--- src/hw/rtl/circle_overlap_test_top_assert.svh ---
// ----------------------------------------------------------------------------
// circle_overlap_test_top_assert.svh
// Assertion macros for the circle overlap test.
// ----------------------------------------------------------------------------
`ifndef CIRCLE_OVERLAP_TEST_TOP_ASSERT_SVH
`define CIRCLE_OVERLAP_TEST_TOP_ASSERT_SVH

`ifndef NO_ASSERTIONS
`define COT_ASSERT(lbl, prop, msg) \
	lbl: assert property (@(posedge clk) disable iff (!arst_n) prop) else $error(msg);
`define COT_ASSERT_ALWAYS(lbl, prop, msg) \
	lbl: assert property (@(posedge clk) prop) else $error(msg);
`else
`define COT_ASSERT(lbl, prop, msg)
`define COT_ASSERT_ALWAYS(lbl, prop, msg)
`endif

`endif

--- src/hw/rtl/cot_pkg.sv ---
// ----------------------------------------------------------------------------
// cot_pkg
// Shared constants and types of the circle overlap test.
// ----------------------------------------------------------------------------
package cot_pkg;

	localparam int DIR_BITS = 16;
	localparam int DIR_FRAC = 15;

	typedef struct packed {
		logic full;
		logic empty;
	} cot_fifo_status_t;

endpackage

--- src/hw/rtl/cot_front.sv ---
// ----------------------------------------------------------------------------
// cot_front
// Front pipeline: differences, squares, hit classification.
// ----------------------------------------------------------------------------
module cot_front import cot_pkg::*; #(
	parameter int CB = 16
) (
	input  logic                clk,
	input  logic                arst_n,
	input  logic                in_valid,
	output logic                in_stall,
	input  logic signed [CB-1:0] first_x,
	input  logic signed [CB-1:0] first_y,
	input  logic [CB-2:0]       first_radius,
	input  logic signed [CB-1:0] second_x,
	input  logic signed [CB-1:0] second_y,
	input  logic [CB-2:0]       second_radius,
	input  logic                q_full,
	output logic                push,
	output logic                hit,
	output logic [CB-1:0]       sum,
	output logic [2*CB-1:0]     rad,
	output logic [CB-1:0]       ax,
	output logic [CB-1:0]       ay,
	output logic                nx,
	output logic                ny
);

	logic            fen;
	logic            v_s1, v_s2, v_s3;
	logic [CB-1:0]   ax_s1, ay_s1, s_s1;
	logic            nx_s1, ny_s1;
	logic [2*CB-1:0] x2_s2, y2_s2, ss_s2;
	logic [CB-1:0]   ax_s2, ay_s2, s_s2;
	logic            nx_s2, ny_s2;
	logic [CB-1:0]   ax_s3, ay_s3, s_s3;
	logic [2*CB-1:0] rad_s3;
	logic            hit_s3, nx_s3, ny_s3;
	logic signed [CB:0] dx, dy;
	logic [2*CB:0]   d2;
	logic            hit_c;

	assign fen      = !v_s3 || !q_full;
	assign in_stall = !fen;
	assign push     = v_s3 && !q_full;

	assign dx = {first_x[CB-1], first_x} - {second_x[CB-1], second_x};
	assign dy = {first_y[CB-1], first_y} - {second_y[CB-1], second_y};

	assign d2    = {1'b0, x2_s2} + {1'b0, y2_s2};
	assign hit_c = d2 < {1'b0, ss_s2};

	always_ff @(posedge clk or negedge arst_n) begin
		if (!arst_n) begin
			v_s1 <= 1'b0;
			v_s2 <= 1'b0;
			v_s3 <= 1'b0;
		end else if (fen) begin
			v_s1 <= in_valid;
			v_s2 <= v_s1;
			v_s3 <= v_s2;
		end
	end

	always_ff @(posedge clk) begin
		if (fen) begin
			ax_s1  <= dx[CB] ? CB'(-dx) : dx[CB-1:0];
			ay_s1  <= dy[CB] ? CB'(-dy) : dy[CB-1:0];
			nx_s1  <= dx[CB];
			ny_s1  <= dy[CB];
			s_s1   <= {1'b0, first_radius} + {1'b0, second_radius};
			x2_s2  <= ax_s1 * ax_s1;
			y2_s2  <= ay_s1 * ay_s1;
			ss_s2  <= s_s1 * s_s1;
			ax_s2  <= ax_s1;
			ay_s2  <= ay_s1;
			s_s2   <= s_s1;
			nx_s2  <= nx_s1;
			ny_s2  <= ny_s1;
			hit_s3 <= hit_c;
			rad_s3 <= hit_c ? ss_s2 - d2[2*CB-1:0] : '0;
			ax_s3  <= hit_c ? ax_s2 : '0;
			ay_s3  <= hit_c ? ay_s2 : '0;
			s_s3   <= hit_c ? s_s2 : '0;
			nx_s3  <= hit_c && nx_s2;
			ny_s3  <= hit_c && ny_s2;
		end
	end

	assign hit = hit_s3;
	assign sum = s_s3;
	assign rad = rad_s3;
	assign ax  = ax_s3;
	assign ay  = ay_s3;
	assign nx  = nx_s3;
	assign ny  = ny_s3;

endmodule

--- config.mk ---
export PLATFORM = sky130hd
export DESIGN_NAME = cot_front
export DESIGN_NICKNAME = d
export VERILOG_FILES = /design/src/hw/rtl/circle_overlap_test_top_assert.svh /design/src/hw/rtl/cot_pkg.sv /design/src/hw/rtl/cot_front.sv
export SDC_FILE = /design/constraint.sdc
export NUM_CORES = 2
export LEC_CHECK = 0
export CORE_MARGIN = 5
export CORE_UTILIZATION = 60
export CTS_CLUSTER_DIAMETER = 200
export DETAILED_ROUTE_END_ITERATION = 16
export DONT_BUFFER_PORTS = 1
export GPL_TIMING_DRIVEN = 0
export PLACE_DENSITY = 0.76
export SLEW_MARGIN = 40
export SYNTH_ARGS = -nofsm -noshare
export SYNTH_HDL_FRONTEND = slang
export SYNTH_SLANG_ARGS = --single-unit
--- constraint.sdc ---
create_clock -name clk -period 11.9 [get_ports clk]
set_input_delay 2.38 -clock clk [delete_from_list [all_inputs] [get_ports clk]]
set_output_delay 2.38 -clock clk [all_outputs]
set_load 0.02 [all_outputs]
==> reports/results.tsv <==
metric	value	unit
outcome	completed	
Worst Hold Class	reg2reg	
Synth warnings	0	
commonest non-fill, non-tap cells in the layout	879 x inv_1, 490 x fa_1, 447 x ha_1, 274 x nand2_1, 273 x edfxtp_1	
Die X	257	um
num rows	90	
die area	65900	sq um
first-pass iteration count of the detailed router	5	
worst-path maximum fanout	10	
initial DRC count	1631	
largest area contributor in the netlist	fa_1	
DP Area	37600	sq um
Async SR Flop Fraction	1.09	%
Final Hold Fails	0	
largest net degree at the start of global routing	47	
Overflow after GRT	0	
Met2 Wirelength	38000	um
Vias	25000	
Slew HR	45.3	%
Critical Path RT	12230	ps
post-route cell area	38700	sq um
top_reg_cell synth	edfxtp_1	
DRC viols	0	
syn avg cell area	9.87	sq um
Hold Startpoint	nx_s1	
crit path DAT	8190	ps
Post-DRT Antenna Nets	0	
Setup crit start kind	flop	
share of layout cells above drive strength 1	2.53	%
Final setup viols	0	
ranking of synthesized cells by area	fa_1 27%, edfxtp_1 22%, ha_1 15%, inv_1 9.0%, xnor2_1 3.9%	
Vias/cell	5.51	
Max Slew Vio Count	0	
crit path launch	s_s1[2]	
Min-Delay Path Depth	0	
Placer Congestion	0.929	
initial core utilization	60.5	%
Post-CTS Hold Fix Bufs	0	
Avg WL per Cell	17.1	um
CP Capture Type	flop	
Detailed Place HPWL	64900	um
CTS tree	done	
gate count of the mapped netlist	3700	
Max Cap Violations	0	
number of synthesized flops with an enable pin	273	
Cell variety after synth	71	
Antenna Cells	0	
post-CTS setup buffer count	0	
R2R Path Start	s_s1[2]	
Final #Nets	4775	
met3 routed wirelength	4810	um
antenna violations before repair	2	
Layout Skew	17.9	ps
H-tree depth	1	
CTS clock-pin slew for the worst setup and hold paths	70	ps
Clock Latency Late Sink	580	ps
clk sinks	276	
Routed WL	77900	um
most common cell after layout, fill and taps aside	inv_1	
Post-CTS Resized	0	
core area	60400	sq um
Top Metal Used	met4	
Clock Tree Root	clkbuf_16	
first-pass GRT wire length	130000	um
RSZ-0062 raised after global routing	false	
GRT Util Overall	24.1	%
fin crit share	66.1	%
M1 WL	32400	um
fill cell count	4889	
sequential area share after synthesis	22.7	%
Max Fclk	127	MHz
Synth top area share	26.9	%
die height	257	um
area delta synth->final	5.89	%
Reg2Reg Depth	27	
Clock Tree Buf Depth	3	
io pins	183	
Final Critical Period	7870	ps
Crit Path Class	reg2reg	
I/O Buffers	0	
Worst Tran Pin Value	821	ps
TritonCTS buffer count	31	
Yosys reg bits	276	
Netlist Area Pre-Place	36500	sq um
Mapped Nets	4735	
vias in the first global route	26200	
==> path summary, 6_finish.rpt <==
check                            endpoint  slack (ps)
worst max register to register  ss_s2[30]        4030
max in group asynchronous            v_s1       10330
min in group asynchronous            v_s3        1500
worst min register to register      nx_s2         430
worst min-delay path                nx_s2         430
worst max-delay path            ss_s2[30]        4030
==> synthesized netlist by cell type (all sizes together) (4+ instances only) <==
library cell  number
a211o              6
and3              18
nor2b             36
o21a              22
nand3             36
nand2b            28
o31a               6
nand4             12
xnor2            162
a21boi             5
fa               490
inv              879
clkbuf            79
xor2              55
ha               447
o211ai             5
a21o             105
and2             191
o21ai             77
nand2            275
a21oi            140
a31o               9
or3               14
o21bai            31
edfxtp           273
or4                5
a31oi             17
mux2               6
a221oi             5
nor3b              6
a2111oi            4
nor2             136
a211oi            12
o31ai             13
or2               14
nor3              32
==> stage by stage <==
stage / utilization (%) / instances / hold slack [ps] / worst slack [ps] / setup TNS (ps)
after floorplan: - / 3700 / 400 / 208 / 0
after global placement: 62.1 / 4482 / 405 / -2490 / -2490
after detailed placement: 62.4 / 4489 / 419 / 4110 / 0
after CTS: 64.0 / 4544 / 438 / 4060 / 0
after global routing: 64.0 / 4544 / 448 / 3640 / 0
final: 64.0 / 4544 / 429 / 4030 / 0
==> layer usage <==
metal	track usage [%]	up-vias
li1	-	11800
met1	32.0	12400
met2	41.6	689
met3	3.32	160
met4	7.50	0
met5	0	-
==> layout make-up <==
type / count / area, sq um / share of cell area, %
Clock buffer: 36 / 795 / 2.06
Tap cell: 782 / 978 / 2.53
Inverter: 879 / 3300 / 8.54
Sequential cell: 276 / 8270 / 21.4
Timing Repair Buffer: 7 / 140 / 0.363
Multi-Input combinational cell: 2464 / 24600 / 63.7
Clock inverter: 19 / 221 / 0.573
Buffer: 81 / 315 / 0.816
==> state kept, by name, summed over array words and instances (netlist names), 15 cells and up <==
name,cells
ss_s2,31
ay,16
s_s2,15
sum,16
ax_s1,16
ay_s1,16
rad,32
s_s1,16
y2_s2,31
ax,16
x2_s2,31
ay_s2,15
ax_s2,15
==> critical path, cell delays in order (launching register included) <==
cell and delay [ps]:
edfxtp_1 610, clkbuf_1 390, nand2_1 220, inv_1 80, fa_1 530, inv_1 50
fa_1 520, inv_1 50, fa_1 490, inv_1 60, fa_1 530, inv_1 50
fa_1 470, inv_1 40, fa_1 470, inv_1 40, ha_1 340, a21o_1 180
a21o_1 170, a21oi_1 170, nor3b_1 200, a22oi_1 220, a31oi_1 460, o21ai_0 250
a21o_1 240, a2111oi_0 480, nor3_1 130, xor2_1 160
==> logic make-up after synthesis <==
group | count (synthesis) | synth area share (%)
buffers and inverters | 960 | 9.90
adders and majority gates | 937 | 42.2
and+or+nand+nor | 814 | 11.0
AOI/OAI and AO/OA | 489 | 8.84
DFF | 276 | 22.7
xor gates and xnor gates | 217 | 5.21
muxes | 7 | 0.212
Power is not shown: default switching activity piles up to over one toggle a cycle in this logic, so the estimate is an artifact.
