==> src/hw/rtl/circle_overlap_test_top_assert.svh <==
// ----------------------------------------------------------------------------
// circle_overlap_test_top_assert.svh
// Assertion macros for the circle overlap test.
// ----------------------------------------------------------------------------
`ifndef CIRCLE_OVERLAP_TEST_TOP_ASSERT_SVH
`define CIRCLE_OVERLAP_TEST_TOP_ASSERT_SVH

`ifndef NO_ASSERTIONS
`define COT_ASSERT(lbl, prop, msg) \
	lbl: assert property (@(posedge clk) disable iff (!arst_n) prop) else $error(msg);
`define COT_ASSERT_ALWAYS(lbl, prop, msg) \
	lbl: assert property (@(posedge clk) prop) else $error(msg);
`else
`define COT_ASSERT(lbl, prop, msg)
`define COT_ASSERT_ALWAYS(lbl, prop, msg)
`endif

`endif

==> src/hw/rtl/cot_pkg.sv <==
// ----------------------------------------------------------------------------
// cot_pkg
// Shared constants and types of the circle overlap test.
// ----------------------------------------------------------------------------
package cot_pkg;

	localparam int DIR_BITS = 16;
	localparam int DIR_FRAC = 15;

	typedef struct packed {
		logic full;
		logic empty;
	} cot_fifo_status_t;

endpackage

==> src/hw/rtl/cot_back.sv <==
// ----------------------------------------------------------------------------
// cot_back
// Back pipeline: digit-per-stage square root and two Q1.15 dividers.
// ----------------------------------------------------------------------------
module cot_back import cot_pkg::*; #(
	parameter int CB = 16
) (
	input  logic                    clk,
	input  logic                    arst_n,
	input  logic                    en,
	input  logic                    in_v,
	input  logic                    hit_i,
	input  logic [CB-1:0]           sum_i,
	input  logic [2*CB-1:0]         rad_i,
	input  logic [CB-1:0]           ax_i,
	input  logic [CB-1:0]           ay_i,
	input  logic                    nx_i,
	input  logic                    ny_i,
	output logic                    out_v,
	output logic                    hit_o,
	output logic [CB-1:0]           sum_o,
	output logic [CB-1:0]           root_o,
	output logic signed [DIR_BITS-1:0] dirx_o,
	output logic signed [DIR_BITS-1:0] diry_o
);

	localparam int L = (CB > DIR_FRAC) ? CB : DIR_FRAC;

	logic              v_s    [L+1];
	logic              hit_s  [L+1];
	logic              nx_s   [L+1];
	logic              ny_s   [L+1];
	logic [CB-1:0]     s_s    [L+1];
	logic [2*CB-1:0]   rad_s  [L+1];
	logic [CB:0]       srem_s [L+1];
	logic [CB-1:0]     root_s [L+1];
	logic [CB-1:0]     rx_s   [L+1];
	logic [CB-1:0]     ry_s   [L+1];
	logic [DIR_FRAC-1:0] qx_s [L+1];
	logic [DIR_FRAC-1:0] qy_s [L+1];

	always_ff @(posedge clk or negedge arst_n) begin
		if (!arst_n) begin
			v_s[0] <= 1'b0;
		end else if (en) begin
			v_s[0] <= in_v;
		end
	end

	always_ff @(posedge clk) begin
		if (en) begin
			hit_s[0]  <= hit_i;
			nx_s[0]   <= nx_i;
			ny_s[0]   <= ny_i;
			s_s[0]    <= sum_i;
			rad_s[0]  <= rad_i;
			srem_s[0] <= '0;
			root_s[0] <= '0;
			rx_s[0]   <= ax_i;
			ry_s[0]   <= ay_i;
			qx_s[0]   <= '0;
			qy_s[0]   <= '0;
		end
	end

	for (genvar k = 0; k < L; k++) begin : g_stage
		logic [CB:0]         srem_n;
		logic [CB-1:0]       root_n;
		logic [CB-1:0]       rx_n, ry_n;
		logic [DIR_FRAC-1:0] qx_n, qy_n;

		if (k < CB) begin : g_sqrt
			logic [CB+2:0] cat, trial;
			always_comb begin
				cat   = {srem_s[k], rad_s[k][2*(CB-1-k)+1 -: 2]};
				trial = {1'b0, root_s[k], 2'b01};
				if (cat >= trial) begin
					srem_n = (CB+1)'(cat - trial);
					root_n = {root_s[k][CB-2:0], 1'b1};
				end else begin
					srem_n = cat[CB:0];
					root_n = {root_s[k][CB-2:0], 1'b0};
				end
			end
		end else begin : g_sqrt_idle
			assign srem_n = srem_s[k];
			assign root_n = root_s[k];
		end

		if (k < DIR_FRAC) begin : g_div
			logic [CB:0] shx, shy;
			always_comb begin
				shx = {rx_s[k], 1'b0};
				shy = {ry_s[k], 1'b0};
				if (shx >= {1'b0, s_s[k]}) begin
					rx_n = CB'(shx - {1'b0, s_s[k]});
					qx_n = {qx_s[k][DIR_FRAC-2:0], 1'b1};
				end else begin
					rx_n = shx[CB-1:0];
					qx_n = {qx_s[k][DIR_FRAC-2:0], 1'b0};
				end
				if (shy >= {1'b0, s_s[k]}) begin
					ry_n = CB'(shy - {1'b0, s_s[k]});
					qy_n = {qy_s[k][DIR_FRAC-2:0], 1'b1};
				end else begin
					ry_n = shy[CB-1:0];
					qy_n = {qy_s[k][DIR_FRAC-2:0], 1'b0};
				end
			end
		end else begin : g_div_idle
			assign rx_n = rx_s[k];
			assign ry_n = ry_s[k];
			assign qx_n = qx_s[k];
			assign qy_n = qy_s[k];
		end

		always_ff @(posedge clk or negedge arst_n) begin
			if (!arst_n) begin
				v_s[k+1] <= 1'b0;
			end else if (en) begin
				v_s[k+1] <= v_s[k];
			end
		end

		always_ff @(posedge clk) begin
			if (en) begin
				hit_s[k+1]  <= hit_s[k];
				nx_s[k+1]   <= nx_s[k];
				ny_s[k+1]   <= ny_s[k];
				s_s[k+1]    <= s_s[k];
				rad_s[k+1]  <= rad_s[k];
				srem_s[k+1] <= srem_n;
				root_s[k+1] <= root_n;
				rx_s[k+1]   <= rx_n;
				ry_s[k+1]   <= ry_n;
				qx_s[k+1]   <= qx_n;
				qy_s[k+1]   <= qy_n;
			end
		end
	end

	logic [DIR_BITS-1:0] qxe, qye;
	assign qxe = {1'b0, qx_s[L]};
	assign qye = {1'b0, qy_s[L]};

	always_ff @(posedge clk or negedge arst_n) begin
		if (!arst_n) begin
			out_v <= 1'b0;
		end else if (en) begin
			out_v <= v_s[L];
		end
	end

	always_ff @(posedge clk) begin
		if (en) begin
			hit_o  <= hit_s[L];
			sum_o  <= hit_s[L] ? s_s[L] : '0;
			root_o <= hit_s[L] ? root_s[L] : '0;
			dirx_o <= !hit_s[L] ? '0 : (nx_s[L] ? -qxe : qxe);
			diry_o <= !hit_s[L] ? '0 : (ny_s[L] ? -qye : qye);
		end
	end

endmodule

==> config.mk <==
export PLATFORM = sky130hd
export DESIGN_NAME = cot_back
export DESIGN_NICKNAME = d
export VERILOG_FILES = /design/src/hw/rtl/circle_overlap_test_top_assert.svh /design/src/hw/rtl/cot_pkg.sv /design/src/hw/rtl/cot_back.sv
export SDC_FILE = /design/constraint.sdc
export NUM_CORES = 2
export LEC_CHECK = 0
export BUFFER_PORTS_ARGS = -buffer_cell sky130_fd_sc_hd__buf_2
export CORE_MARGIN = 3
export CORE_UTILIZATION = 55
export DETAILED_ROUTE_END_ITERATION = 7
export PLACE_DENSITY = 0.72
export SETUP_SLACK_MARGIN = 0.5
export SLEW_MARGIN = 20
export SYNTH_ARGS = -nofsm -noshare
export SYNTH_HDL_FRONTEND = slang
export SYNTH_SLANG_ARGS = --single-unit
==> constraint.sdc <==
create_clock -name clk -period 6.1 [get_ports clk]
set_clock_uncertainty 0.05 [all_clocks]
set_input_delay 0.915 -clock clk [delete_from_list [all_inputs] [get_ports clk]]
set_output_delay 0.915 -clock clk [all_outputs]
set_load 0.005 [all_outputs]
==> metrics.md <==
| Metric | Value |
|---|---|
| Worst-path clk slew | 0.06 ns |
| Initial antenna violation count | 0 |
| Critical Setup Path Class | register to register |
| Logic pwr share | 35.3% |
| Clock power share | 24.9% |
| Max Fanout on Critical Path | 16 |
| VDD IR max | 0.323 mV |
| Most frequent cells in the layout | 1783 x edfxtp_1, 632 x ha_1, 554 x inv_1, 441 x nand2_1, 430 x nor2_1 |
| Final WL | 181000 microns |
| Die Y | 414 microns |
| Post-synthesis compound-gate area fraction | 11.1% |
| GPL Wtd Cong | 0.918 |
| Ys flop type | edfxtp_1 |
| Period utilisation layout | 63.3% |
| Netlist Area Pre-Place | 0.0913 sq mm |
| Reg power frac | 39.7% |
| Post-Synth Adder-Cell Area | 9.27% |
| Largest family of logic cells by synthesized area | compound AO/OA/AOI/OAI gates |
| Switching pwr | 15600 uW |
| Syn nets | 7983 |
| Worst reg2reg path depth | 9 |
| Post-Synth Simple-Gate Area | 9.42% |
| DRC violations left | 0 |
| Critical Path RT | 6.60 ns |
| Area leader, netlist | edfxtp_1 |
| Critical R2R Launch | s_s[8][1] |
| Mux cell area share after synthesis | 3.47% |
| Slew HR | 21.2% |
| Status | complete, no violations |
| Final hold vios | 0 |
| Final #Nets | 8248 |
| Routed via count | 55800 |
| DR iter-0 viols | 4054 |
| IO Pins | 153 |
| Hold path depth | 1 |
| Sequential area share after synthesis | 59.1% |
| Setup TNS Final | 0 ns |
| Final setup fails | 0 |
| Clock sink count | 1801 |
| First-pass GRT wire length | 290000 microns |
| H-Tree Depth | 4 |
| Largest net degree at the start of global routing | 189 |
| Post-synth top area share | 58.6% |
| Min Tclk post-route | 3.86 ns |
| Synth top area cells | edfxtp_1 59%, ha_1 8.7%, mux2_2 3.2% |
| Critical R2R Capture | rx_s[0][154] |
| Power Total | 47300 uW |
| Crit path DAT | 4.36 ns |
| Switching share of power | 33.0% |
| Remaining Overflow, GRT | 0 |
| Reg-to-reg slack, setup | 2.24 ns |
| TritonCTS Buffers | 185 |
| Mapped Cells | 7236 |
| Filler instances | 12400 |
| Post-synth EDFFs | 1783 |
| Routed len/inst | 18.4 microns |
| Max Slew Vio Count | 0 |
| Initial Util | 55.7% |
| Total track usage | 21.1% |
| Die W | 414 microns |
| Root buf cell | clkbuf_16 |
| Hold Crit Endpoint | rad_s[0][17] |
| Asr flop ratio synth | 0.999% |
| Critical path capture point type | register |
| Cell Rows | 148 |
| CTS max path bufs | 3 |
| Synthesis warning total | 0 |
| RSZ-0062 raised after global routing | no |
| Power Density | 467 mW/mm^2 |
| # port buffers | 152 |
| Int Pwr | 31700 uW |
| Max_cap viols | 0 |
| Min-delay worst type | input port to register |
| #FFs+latches synth | 1801 |
| Total setup buffers inserted after CTS | 0 |
| Xor/xnor share of the synthesized area | 4.83% |
| Mean cell area of the mapped netlist | 12.6 sq um |
| Slew at the pin closest to its max-slew limit | 1.17 ns |
| Vias in the first global route | 56400 |
| Die ar. | 0.171 sq mm |
| Final HPWL DP | 133000 microns |
| Leak | 0.0399 uW |
| Peak Freq | 259 MHz |
| Area Overhead vs Synth | 10.9% |
| Vias per cell | 5.68 |
| Hold_sp | rad_i[17] |
| Yosys cell types | 94 |
| Layout cells sized above 1 | 10.7% |
| DRT Pass-1 Iters | 6 |
| Core ar. | 0.164 sq mm |
| Clock latency on the worst-skew pair | 0.81 ns |
| CTS tree | yes |
| Final Hold Slack | 0.220 ns |
| Commonest non-fill, non-tap cell in the layout | edfxtp_1 |
| Final ANT Viol Nets | 0 |
| CP startpoint kind | register |
==> final cells by class <==
class | count | area, sq um | share of cell area (%)
Clock inverter | 130 | 1690 | 1.67
Timing Repair Buffer | 189 | 1180 | 1.17
Clock buffer | 214 | 4790 | 4.73
Antenna cell | 2 | 5.00 | 0.00494
Multi-Input combinational cell | 4769 | 34900 | 34.4
Tap cell | 2175 | 2720 | 2.69
Inverter | 555 | 2080 | 2.06
Sequential cell | 1801 | 54000 | 53.3
==> state kept, by name, indices dropped and copies added (netlist names), 17 cells and up <==
register  cells
srem_s      237
nx_s         17
ry_s        240
hit_s        17
root_s      136
rx_s        240
qy_s        135
v_s          17
rad_s       272
s_s         272
ny_s         17
qx_s        135
==> power by group through the flow <==
stage | Clock, uW | Combinational (uW) | Sequential (uW)
final | 11800 | 16700 | 18800
after global routing | 12600 | 18600 | 19000
after CTS | 12100 | 16600 | 18800
after detailed placement | 0 | 16500 | 19100
after global placement | 0 | 16000 | 19000
after floorplan | 0 | 12900 | 18300
==> layer usage <==
metal  global-route usage (%)  up-vias  part of all wire, %
met5                        0        -                    0
met4                     7.29        0                  3.1
met3                     2.79      349                  3.7
met2                     37.1     1145                   50
met1                     26.9    26900                   43
li1                         -    27500                    -
==> worst max-delay path by stage <==
stage / start / to / slack (ns) / depth (start not counted)
5_1_grt: s_s[8][1] / rx_s[0][149] / 2.00 / 9
6_report: s_s[8][1] / rx_s[0][154] / 2.24 / 9
3_3_place_gp: s_s[8][1] / rx_s[0][146] / 2.37 / 9
3_5_place_dp: s_s[8][1] / rx_s[0][154] / 2.29 / 9
4_1_cts: s_s[8][1] / rx_s[0][154] / 2.23 / 9
2_1_floorplan: s_s[3][1] / ry_s[0][76] / 3.03 / 12
==> cells in the mapped netlist (all sizes together), types with 81 or more instances <==
library cell and n:
and2 97, xor2 209, ha 632, nor3 162, o21ai 387, nor2b 89
nand3 124, a21oi 425, xnor2 295, nor2 430, nand2 441, edfxtp 1783
a21o 158, nand2b 111, inv 554, clkbuf 81, o21a 112, mux2 259
==> kinds of logic (layout without fill, tap and decap cells) <==
logic type | count (synthesis) | in the layout
buffers and inverters | 666 | 1088
flip-flops | 1801 | 1801
XOR/XNOR | 504 | 504
multiplexers | 283 | 283
adder cells (fa/ha/maj) | 660 | 660
AND/OR/NAND/NOR | 1747 | 1747
other | 1 | 3
AO/OA/AOI/OAI | 1574 | 1574
==> stage by stage <==
| stage | cells | worst slack, ns | cell area (sq um) | util, % |
|---|---|---|---|---|
| 6_report | 9835 | 2.24 | 101000 | 61.8 |
| 5_1_grt | 9833 | 2.00 | 101000 | 61.8 |
| 4_1_cts | 9833 | 2.23 | 101000 | 61.8 |
| 3_5_place_dp | 9488 | 2.29 | 94800 | 57.9 |
| 3_3_place_gp | 9488 | 2.37 | 94800 | 57.8 |
| 2_1_floorplan | 7236 | 3.03 | 91300 | - |
==> critical path: stages, from the launching register on <==
cell	delay, ns
edfxtp_1	0.46
inv_1	0.09
ha_1	0.30
nor2b_1	0.11
o21ai_0	0.10
a21boi_0	0.36
nor3_1	0.15
o311ai_0	0.87
o21a_1	0.67
mux2_2	0.41
==> repair_timing <==
| item | CTS | global route |
|---|---|---|
| hold buffers | 1 | 0 |
| gates resized for setup | 0 | 0 |
| endpoints found under the hold margin | 18 | 0 |
Note: power is estimated with default switching activity, not from simulation.
