==> src/hw/rtl/circle_overlap_test_top_assert.svh <==
// ----------------------------------------------------------------------------
// circle_overlap_test_top_assert.svh
// Assertion macros for the circle overlap test.
// ----------------------------------------------------------------------------
`ifndef CIRCLE_OVERLAP_TEST_TOP_ASSERT_SVH
`define CIRCLE_OVERLAP_TEST_TOP_ASSERT_SVH

`ifndef NO_ASSERTIONS
`define COT_ASSERT(lbl, prop, msg) \
	lbl: assert property (@(posedge clk) disable iff (!arst_n) prop) else $error(msg);
`define COT_ASSERT_ALWAYS(lbl, prop, msg) \
	lbl: assert property (@(posedge clk) prop) else $error(msg);
`else
`define COT_ASSERT(lbl, prop, msg)
`define COT_ASSERT_ALWAYS(lbl, prop, msg)
`endif

`endif

==> src/hw/rtl/cot_pkg.sv <==
// ----------------------------------------------------------------------------
// cot_pkg
// Shared constants and types of the circle overlap test.
// ----------------------------------------------------------------------------
package cot_pkg;

	localparam int DIR_BITS = 16;
	localparam int DIR_FRAC = 15;

	typedef struct packed {
		logic full;
		logic empty;
	} cot_fifo_status_t;

endpackage

==> src/hw/rtl/cot_fifo.sv <==
// ----------------------------------------------------------------------------
// cot_fifo
// Two-entry queue between front and back.
// ----------------------------------------------------------------------------
module cot_fifo import cot_pkg::*; #(
	parameter int W = 8
) (
	input  logic             clk,
	input  logic             arst_n,
	input  logic             push,
	input  logic [W-1:0]     wdata,
	input  logic             pop,
	output logic [W-1:0]     rdata,
	output cot_fifo_status_t status
);

	logic [W-1:0] mem_q [2];
	logic         wptr_q, rptr_q;
	logic [1:0]   cnt_q;

	always_ff @(posedge clk or negedge arst_n) begin
		if (!arst_n) begin
			wptr_q <= 1'b0;
			rptr_q <= 1'b0;
			cnt_q  <= 2'd0;
		end else begin
			if (push) wptr_q <= !wptr_q;
			if (pop)  rptr_q <= !rptr_q;
			cnt_q <= cnt_q + 2'(push) - 2'(pop);
		end
	end

	always_ff @(posedge clk) begin
		if (push) mem_q[wptr_q] <= wdata;
	end

	assign rdata        = mem_q[rptr_q];
	assign status.full  = cnt_q[1];
	assign status.empty = cnt_q == 2'd0;

endmodule

==> config.mk <==
export PLATFORM = sky130hd
export DESIGN_NAME = cot_fifo
export DESIGN_NICKNAME = d
export VERILOG_FILES = /design/src/hw/rtl/circle_overlap_test_top_assert.svh /design/src/hw/rtl/cot_pkg.sv /design/src/hw/rtl/cot_fifo.sv
export SDC_FILE = /design/constraint.sdc
export NUM_CORES = 1
export LEC_CHECK = 0
export ABC_AREA = 1
export BUFFER_PORTS_ARGS = -buffer_cell sky130_fd_sc_hd__buf_2
export CORE_MARGIN = 2
export CORE_UTILIZATION = 33
export CTS_BUF_LIST = sky130_fd_sc_hd__clkbuf_4 sky130_fd_sc_hd__clkbuf_8
export CTS_CLUSTER_DIAMETER = 60
export DETAILED_ROUTE_END_ITERATION = 8
export PLACE_DENSITY_LB_ADDON = 0.05
export SLEW_MARGIN = 20
export SYNTH_ARGS = -nofsm -noshare
export SYNTH_HDL_FRONTEND = slang
export SYNTH_SLANG_ARGS = --single-unit
==> constraint.sdc <==
create_clock -name clk -period 1.6 [get_ports clk]
set_input_delay 0.32 -clock clk [delete_from_list [all_inputs] [get_ports clk]]
set_output_delay 0.32 -clock clk [all_outputs]
set_load 0.005 [all_outputs]
==> summary.txt, run 1 <==
Power and ir drop
  • Power share of the clock group: 18.1%
  • Net switching share of the total power: 31.0%
  • Internal power component: 1.05 mW
  • Power density of the placed cells: 1530 nW/um^2
  • Switching power of the nets: 0.472 mW
  • Cell leakage power: 0.468 nW
  • Worst supply voltage drop on vdd: 0.699 mV
  • Sequential power share: 53.7%
  • Part of the power in combinational logic: 28.1%

Synthesis
  • Cell Area, Synth: 835 sq um
  • Number of synthesized register bits: 20
  • Cell variety after synth: 13
  • Share of the synthesized area in compound gates (AO/OA/AOI/OAI): 6.15%
  • Number of warnings printed during yosys synthesis: 0
  • Number of enable-type register cells in the synthesized netlist: 16
  • Mux cell area share after synthesis: 0%
  • Average cell area after synthesis: 12.5 sq um
  • Most used DFF post-synth: edfxtp_1
  • Combinational family with the most area after synthesis: buffers and inverters
  • Xor and xnor area share after synthesis: 2.10%
  • Synthesized instance count: 67
  • Synth Area in Adders: 3.00%
  • Area fraction in and, or, nand and nor cells after synthesis: 7.80%
  • Share of synthesized registers carrying an async set or reset: 20.0%
  • Syn Nets: 81
  • Sequential cell area fraction in the yosys report: 69.6%

Cells and area
  • Sequential cell area in the final layout: 582 sq um
  • Most common cell after layout, fill and taps aside: buf_2
  • Filler Cells Inserted: 240
  • Antenna Cells: 0
  • Commonest non-fill, non-tap cells in the layout: buf_2, edfxtp_1, inv_1
  • Area of combinational cells with multiple inputs: 159 sq um
  • P&R area growth vs syn: 19.0%
  • Final layout net count: 106
  • Fraction of final layout cells with drive strength greater than 1: 33.0%

Worst setup path
  • Startpoint type of the worst setup path: flip-flop
  • Arrival time worst endpoint: 1.15 ns
  • Crit path kind: reg -> out
  • Master of the slowest instance on the critical path: dfrtp_2
  • Worst reg-to-reg setup slack: 0.48 ns
  • Cell chain of the critical path: o21ai_0, buf_2
  • Worst-path maximum fanout: 17
  • Worst path required time: 1.28 ns
  • Endpoint type of the worst setup path: primary output
  • Crit path largest cell delay: 0.54 ns

Run status
  • Result of the run: finished, final reports clean

Timing
  • Period Utilization, post-route: 91.9%
  • Number of pins exceeding their max-slew limit in the final report: 0
  • Setup TNS: 0 ns
  • Final count of negative-setup-slack endpoints: 0
  • RSZ-0062 raised after global routing: false
  • Hold violation total from the final report: 0
  • Worst-Margin Slew: 0.335 ns
  • Max transition margin: 77.6%
  • Peak clock frequency supported by timing: 680 MHz
  • Slack of the critical path: 0.130 ns
  • Final Skew: 0.00132 ns
  • Final critical path time including I/O delays and setup: 1.47 ns

Job
  • Max-capacitance violation count: 0

Clock tree
  • CTS tree: built
  • CTS buffer count: 3
  • Clk slew on worst S/H paths: 0.10 ns
  • Count of clock tree sinks: 20
  • H-tree lvl count: 1
  • Post-CTS setup buffers: 0
  • Insertion delay to the later sink of the worst-skew pair: 0.28 ns
  • Maximum number of buffers from clock root to sink: 2
  • Cell at the root of the clock tree: clkbuf_4

Floorplanning
  • Die width: 54.3 um
  • Initial cell density of the core: 34.3%
  • Standard-cell row count: 18
  • Area of the die: 2950 sq um
  • Boundary pin count: 22
  • Floorplan die height: 54.3 um
  • Total core area: 2430 sq um

Placed design
  • Count of input and output buffers: 21
  • Routability congestion estimate from global placement: 0.613
  • Half-perimeter wire length after placement: 874 um
  • Pre-CTS setup slack: 0.247 ns

Worst hold path
  • Kind of path behind the tightest hold check: in -> reg

Global routing
  • Overall track demand over capacity in global routing: 8.63%
  • Largest net degree at the start of global routing: 18
  • First-pass GRT wire length: 1730 um
  • Overflow after GRT: 0
  • Number of global-route vias before repair: 413
  • Antenna violations before repair: 0

Drt
  • Drt total wl: 1180 um
  • Vias per inst: 4.04
  • First drt pass iteration count: 2
  • Number of DRC markers in iteration 0: 3
  • Wire per inst: 9.73 um
  • Vias post-DR: 489
  • Number of antenna-violating nets in the routed design: 0
  • Count of unresolved DRC violations after routing: 0
-- worst paths after layout --
check                          from  endpoint  cells past startpoint
min in group asynchronous    arst_n    wptr_q                      2
hold / removal                  pop    rptr_q                      2
hold reg to reg              wptr_q    wptr_q                      1
setup / recovery             rptr_q  rdata[0]                      2
max in group asynchronous    arst_n    rptr_q                      2
setup reg to reg           cnt_q[0]  cnt_q[1]                      6
-- state kept, by name, summed over array words and instances (netlist names) --
register / count
rptr_q: 1
mem_q: 16
cnt_q: 2
wptr_q: 1
-- power groups by stage --
| stage | Combinational, mW | Clock [mW] | Sequential, mW |
|---|---|---|---|
| 6_report | 0.429 | 0.277 | 0.819 |
| 5_1_grt | 0.493 | 0.306 | 0.837 |
| 4_1_cts | 0.445 | 0.289 | 0.824 |
| 3_5_place_dp | 0.441 | 0 | 0.834 |
| 3_3_place_gp | 0.428 | 0 | 0.827 |
| 2_1_floorplan | 0.396 | 0 | 0.760 |
-- stage by stage --
step | util [%] | std cells | hold slack, ns | instance area, sq um | total power, mW
6_report | 40.8 | 121 | 0.216 | 993 | 1.52
5_1_grt | 40.8 | 121 | 0.202 | 993 | 1.64
4_1_cts | 40.8 | 121 | 0.203 | 993 | 1.56
3_5_place_dp | 38.9 | 116 | 0.132 | 946 | 1.28
3_3_place_gp | 38.9 | 116 | 0.138 | 946 | 1.25
2_1_floorplan | - | 67 | 0.0244 | 835 | 1.16
-- cell families after synthesis --
family	count (synthesis)
AO/OA/AOI/OAI	8
XOR/XNOR	2
adder cells (fa/ha/maj)	2
buffers and inverters	18
flip-flops	20
AND/OR/NAND/NOR	17
-- worst max-delay path: cells and delay by family (launching register included) --
kind | cells | cell delay (ns)
DFF | 1 | 0.54
AOI/OAI and AO/OA | 1 | 0.19
buffers and inverters | 1 | 0.14
-- metal layers --
| layer | vias to the layer above | wire [um] | GRT usage, % |
|---|---|---|---|
| met5 | - | 0 | 0 |
| met4 | 0 | 0 | 3.75 |
| met3 | 0 | 67 | 2.46 |
| met2 | 12 | 564 | 14.3 |
| met1 | 218 | 545 | 10.5 |
| li1 | 259 | - | - |
-- cell usage after synthesis, types with 2 or more instances --
library cell / number / area (sq um)
ha_1: 2 / 25.0
edfxtp_1: 16 / 480
nor2_1: 2 / 7.51
o21ai_2: 3 / 26.3
o21ai_0: 5 / 25.0
nand2_1: 14 / 52.6
inv_1: 15 / 56.3
xor2_1: 2 / 17.5
dfrtp_1: 4 / 100
-- timing repair --
item / CTS / global route
gates resized for setup: 1 / 0
hold endpoints to repair: 4 / 0
endpoints found under the setup margin: 8 / 0
hold buffers: 1 / 0
-- final cells by class --
| class | count | share of cell area [%] |
|---|---|---|
| repair buffers | 23 | 12.3 |
| inverters | 15 | 5.67 |
| well taps | 30 | 3.78 |
| flip-flops and latches | 20 | 58.6 |
| clock buffers | 4 | 3.65 |
| multi-input cells | 29 | 16.0 |
No activity file was read; power rests on OpenSTA's default activity.
==> inputs of run 2 (changes only) <==
--- a/config.mk
+++ b/config.mk
@@ -7,6 +7,7 @@
 export LEC_CHECK = 0
 export ABC_AREA = 1
 export BUFFER_PORTS_ARGS = -buffer_cell sky130_fd_sc_hd__buf_2
+export CORE_ASPECT_RATIO = 0.9
 export CORE_MARGIN = 2
 export CORE_UTILIZATION = 33
 export CTS_BUF_LIST = sky130_fd_sc_hd__clkbuf_4 sky130_fd_sc_hd__clkbuf_8
==> summary.txt, run 2 (same netlist as run 1, synthesis figures left out) <==
Power and ir drop
  • Switching power of the nets: 0.483 mW (was 0.472 mW)
  • Part of the power in combinational logic: 25.7% (was 28.1%)
  • Sequential power share: 49.7% (was 53.7%)
  • Internal power component: 1.17 mW (was 1.05 mW)
  • Net switching share of the total power: 29.3% (was 31.0%)
  • Cell leakage power: 0.475 nW (was 0.468 nW)
  • Power density of the placed cells: 1640 nW/um^2 (was 1530 nW/um^2)
  • Worst supply voltage drop on vdd: 1.10 mV (was 0.699 mV)
  • Power share of the clock group: 24.6% (was 18.1%)

Placed design
  • Count of input and output buffers: 21 (unchanged)
  • Pre-CTS setup slack: 0.218 ns (was 0.247 ns)
  • Half-perimeter wire length after placement: 864 um (was 874 um)
  • Routability congestion estimate from global placement: 0.597 (was 0.613)

Drt
  • First drt pass iteration count: 2 (unchanged)
  • Drt total wl: 1200 um (was 1180 um)
  • Vias per inst: 4.10 (was 4.04)
  • Number of DRC markers in iteration 0: 2 (was 3)
  • Wire per inst: 10.1 um (was 9.73 um)
  • Count of unresolved DRC violations after routing: 0 (unchanged)
  • Vias post-DR: 488 (was 489)
  • Number of antenna-violating nets in the routed design: 0 (unchanged)

Timing
  • Number of pins exceeding their max-slew limit in the final report: 0 (unchanged)
  • Worst-Margin Slew: 0.324 ns (was 0.335 ns)
  • Peak clock frequency supported by timing: 650 MHz (was 680 MHz)
  • Final Skew: 0.00577 ns (was 0.00132 ns)
  • Slack of the critical path: 0.0621 ns (was 0.130 ns)
  • RSZ-0062 raised after global routing: true (was false)
  • Final critical path time including I/O delays and setup: 1.54 ns (was 1.47 ns)
  • Hold violation total from the final report: 0 (unchanged)
  • Final count of negative-setup-slack endpoints: 0 (unchanged)
  • Max transition margin: 78.4% (was 77.6%)
  • Period Utilization, post-route: 96.1% (was 91.9%)

Run status
  • Result of the run: finished, final reports clean (unchanged)

Global routing
  • Antenna violations before repair: 0 (unchanged)
  • Overall track demand over capacity in global routing: 9.48% (was 8.63%)
  • Number of global-route vias before repair: 430 (was 413)
  • First-pass GRT wire length: 2020 um (was 1730 um)
  • Largest net degree at the start of global routing: 18 (unchanged)
  • Overflow after GRT: 0 (unchanged)

Cells and area
  • Area of combinational cells with multiple inputs: 159 sq um (unchanged)
  • Final core area utilization: 41.5% (was 40.8%)
  • Largest register by flop count: mem_q (unchanged)
  • P&R area growth vs syn: 20.7% (was 19.0%)
  • Filler Cells Inserted: 251 (was 240)
  • Final layout net count: 106 (unchanged)
  • Antenna Cells: 0 (unchanged)
  • Sequential cell area in the final layout: 582 sq um (unchanged)
  • Fraction of final layout cells with drive strength greater than 1: 33.0% (unchanged)
  • Most common cell after layout, fill and taps aside: buf_2 (unchanged)
  • Largest registers: mem_q (16), cnt_q (2) (unchanged)
  • Number of flip-flops in the largest register: 16 (unchanged)
  • Commonest non-fill, non-tap cells in the layout: buf_2, edfxtp_1, inv_1 (unchanged)

Clock tree
  • H-tree lvl count: 1 (unchanged)
  • CTS tree: built (unchanged)
  • Cell at the root of the clock tree: clkbuf_4 (unchanged)
  • Maximum number of buffers from clock root to sink: 2 (unchanged)
  • Count of clock tree sinks: 20 (unchanged)
  • Insertion delay to the later sink of the worst-skew pair: 0.30 ns (was 0.28 ns)
  • CTS buffer count: 3 (unchanged)
  • Clk slew on worst S/H paths: 0.12 ns (was 0.10 ns)

Job
  • Max-capacitance violation count: 0 (unchanged)

Worst setup path
  • Arrival time worst endpoint: 1.22 ns (was 1.15 ns)
  • Crit path largest cell delay: 0.54 ns (about the same)
  • Worst-path maximum fanout: 17 (unchanged)
  • Worst path required time: 1.28 ns (about the same)
  • Endpoint type of the worst setup path: primary output (unchanged)
  • Crit path kind: reg -> out (unchanged)
  • Worst path bufs/invs: 1 (unchanged)
  • Cell chain of the critical path: o21ai_0, buf_2 (unchanged)
  • Startpoint type of the worst setup path: flip-flop (unchanged)
  • Master of the slowest instance on the critical path: dfrtp_2 (unchanged)
  • Cell family with the largest share of critical-path delay: flip-flops (unchanged)

Floorplanning
  • Standard-cell row count: 17 (was 18)
  • Floorplan die height: 51.7 um (was 54.3 um)
  • Total core area: 2420 sq um (was 2430 sq um)
  • Boundary pin count: 22 (unchanged)
  • Area of the die: 2950 sq um (about the same)
  • Die width: 57.0 um (was 54.3 um)
  • Initial cell density of the core: 34.4% (was 34.3%)

Worst hold path
  • Kind of path behind the tightest hold check: in -> reg (unchanged)
run 2: cell count changes in the layout (fill, tap and decap cells not counted):
cell	delta
clkbuf_8	-1
bufinv_16	+1
run 2: routing by layer:
layer  track usage, %  up-vias  part of all wire (%)
met1             13.9      215                    50
met2             12.1       12                    43
met3             2.74        2                   5.8
met4             5.81        0                   1.2
li1                 -      259                     -
met5                0        -                     0
run 2: cell type report:
class	count	area share, %
repair buffers	23	12.2
clock inverters	1	2.98
flip-flops and latches	20	57.8
well taps	28	3.48
clock buffers	3	2.24
multi-input cells	29	15.8
inverters	15	5.59
run 2: final timing paths:
check                          from     endpoint  slack [ns]  cells past startpoint
min in group asynchronous    arst_n     cnt_q[1]        0.35                      2
hold reg to reg              wptr_q       wptr_q        0.50                      1
hold / removal             wdata[3]  mem_q[1][3]        0.20                      1
max in group asynchronous    arst_n       rptr_q        1.12                      2
setup reg to reg           cnt_q[0]     cnt_q[1]        0.50                      6
setup / recovery             rptr_q     rdata[2]        0.06                      2
run 2: worst reg2reg max path, stage by stage, from the launching register on:
cell     delay (ns)
dfrtp_1        0.36
inv_1          0.04
ha_1           0.26
inv_1          0.04
ha_1           0.18
nand3_1        0.08
nand2_1        0.05
run 2: what timing repair did:
action	4_1_cts	5_1_grt
hold buffers	1	0
gates resized for setup	1	0
setup endpoints to repair	8	2
setup buffers	0	0
pin swaps	0	0
hold endpoints to repair	4	0
run 2: power groups by stage:
| stage | Sequential [mW] | Combinational (mW) | Clock [mW] |
|---|---|---|---|
| final | 0.820 | 0.424 | 0.406 |
| after global placement | 0.830 | 0.430 | 0 |
| after CTS | 0.824 | 0.441 | 0.413 |
| after floorplan | 0.760 | 0.396 | 0 |
| after detailed placement | 0.834 | 0.439 | 0 |
| after global routing | 0.844 | 0.509 | 0.432 |
run 2: through the flow:
step	power [mW]	TNS (ns)	instance area (sq um)	instances	hold slack, ns
global placement	1.26	0	943	114	0.138
finish	1.65	0	1010	119	0.201
detailed placement	1.27	0	943	114	0.134
global route	1.79	-0.0454	1010	119	0.186
CTS	1.68	0	1010	119	0.191
floorplan	1.16	0	835	67	0.0244
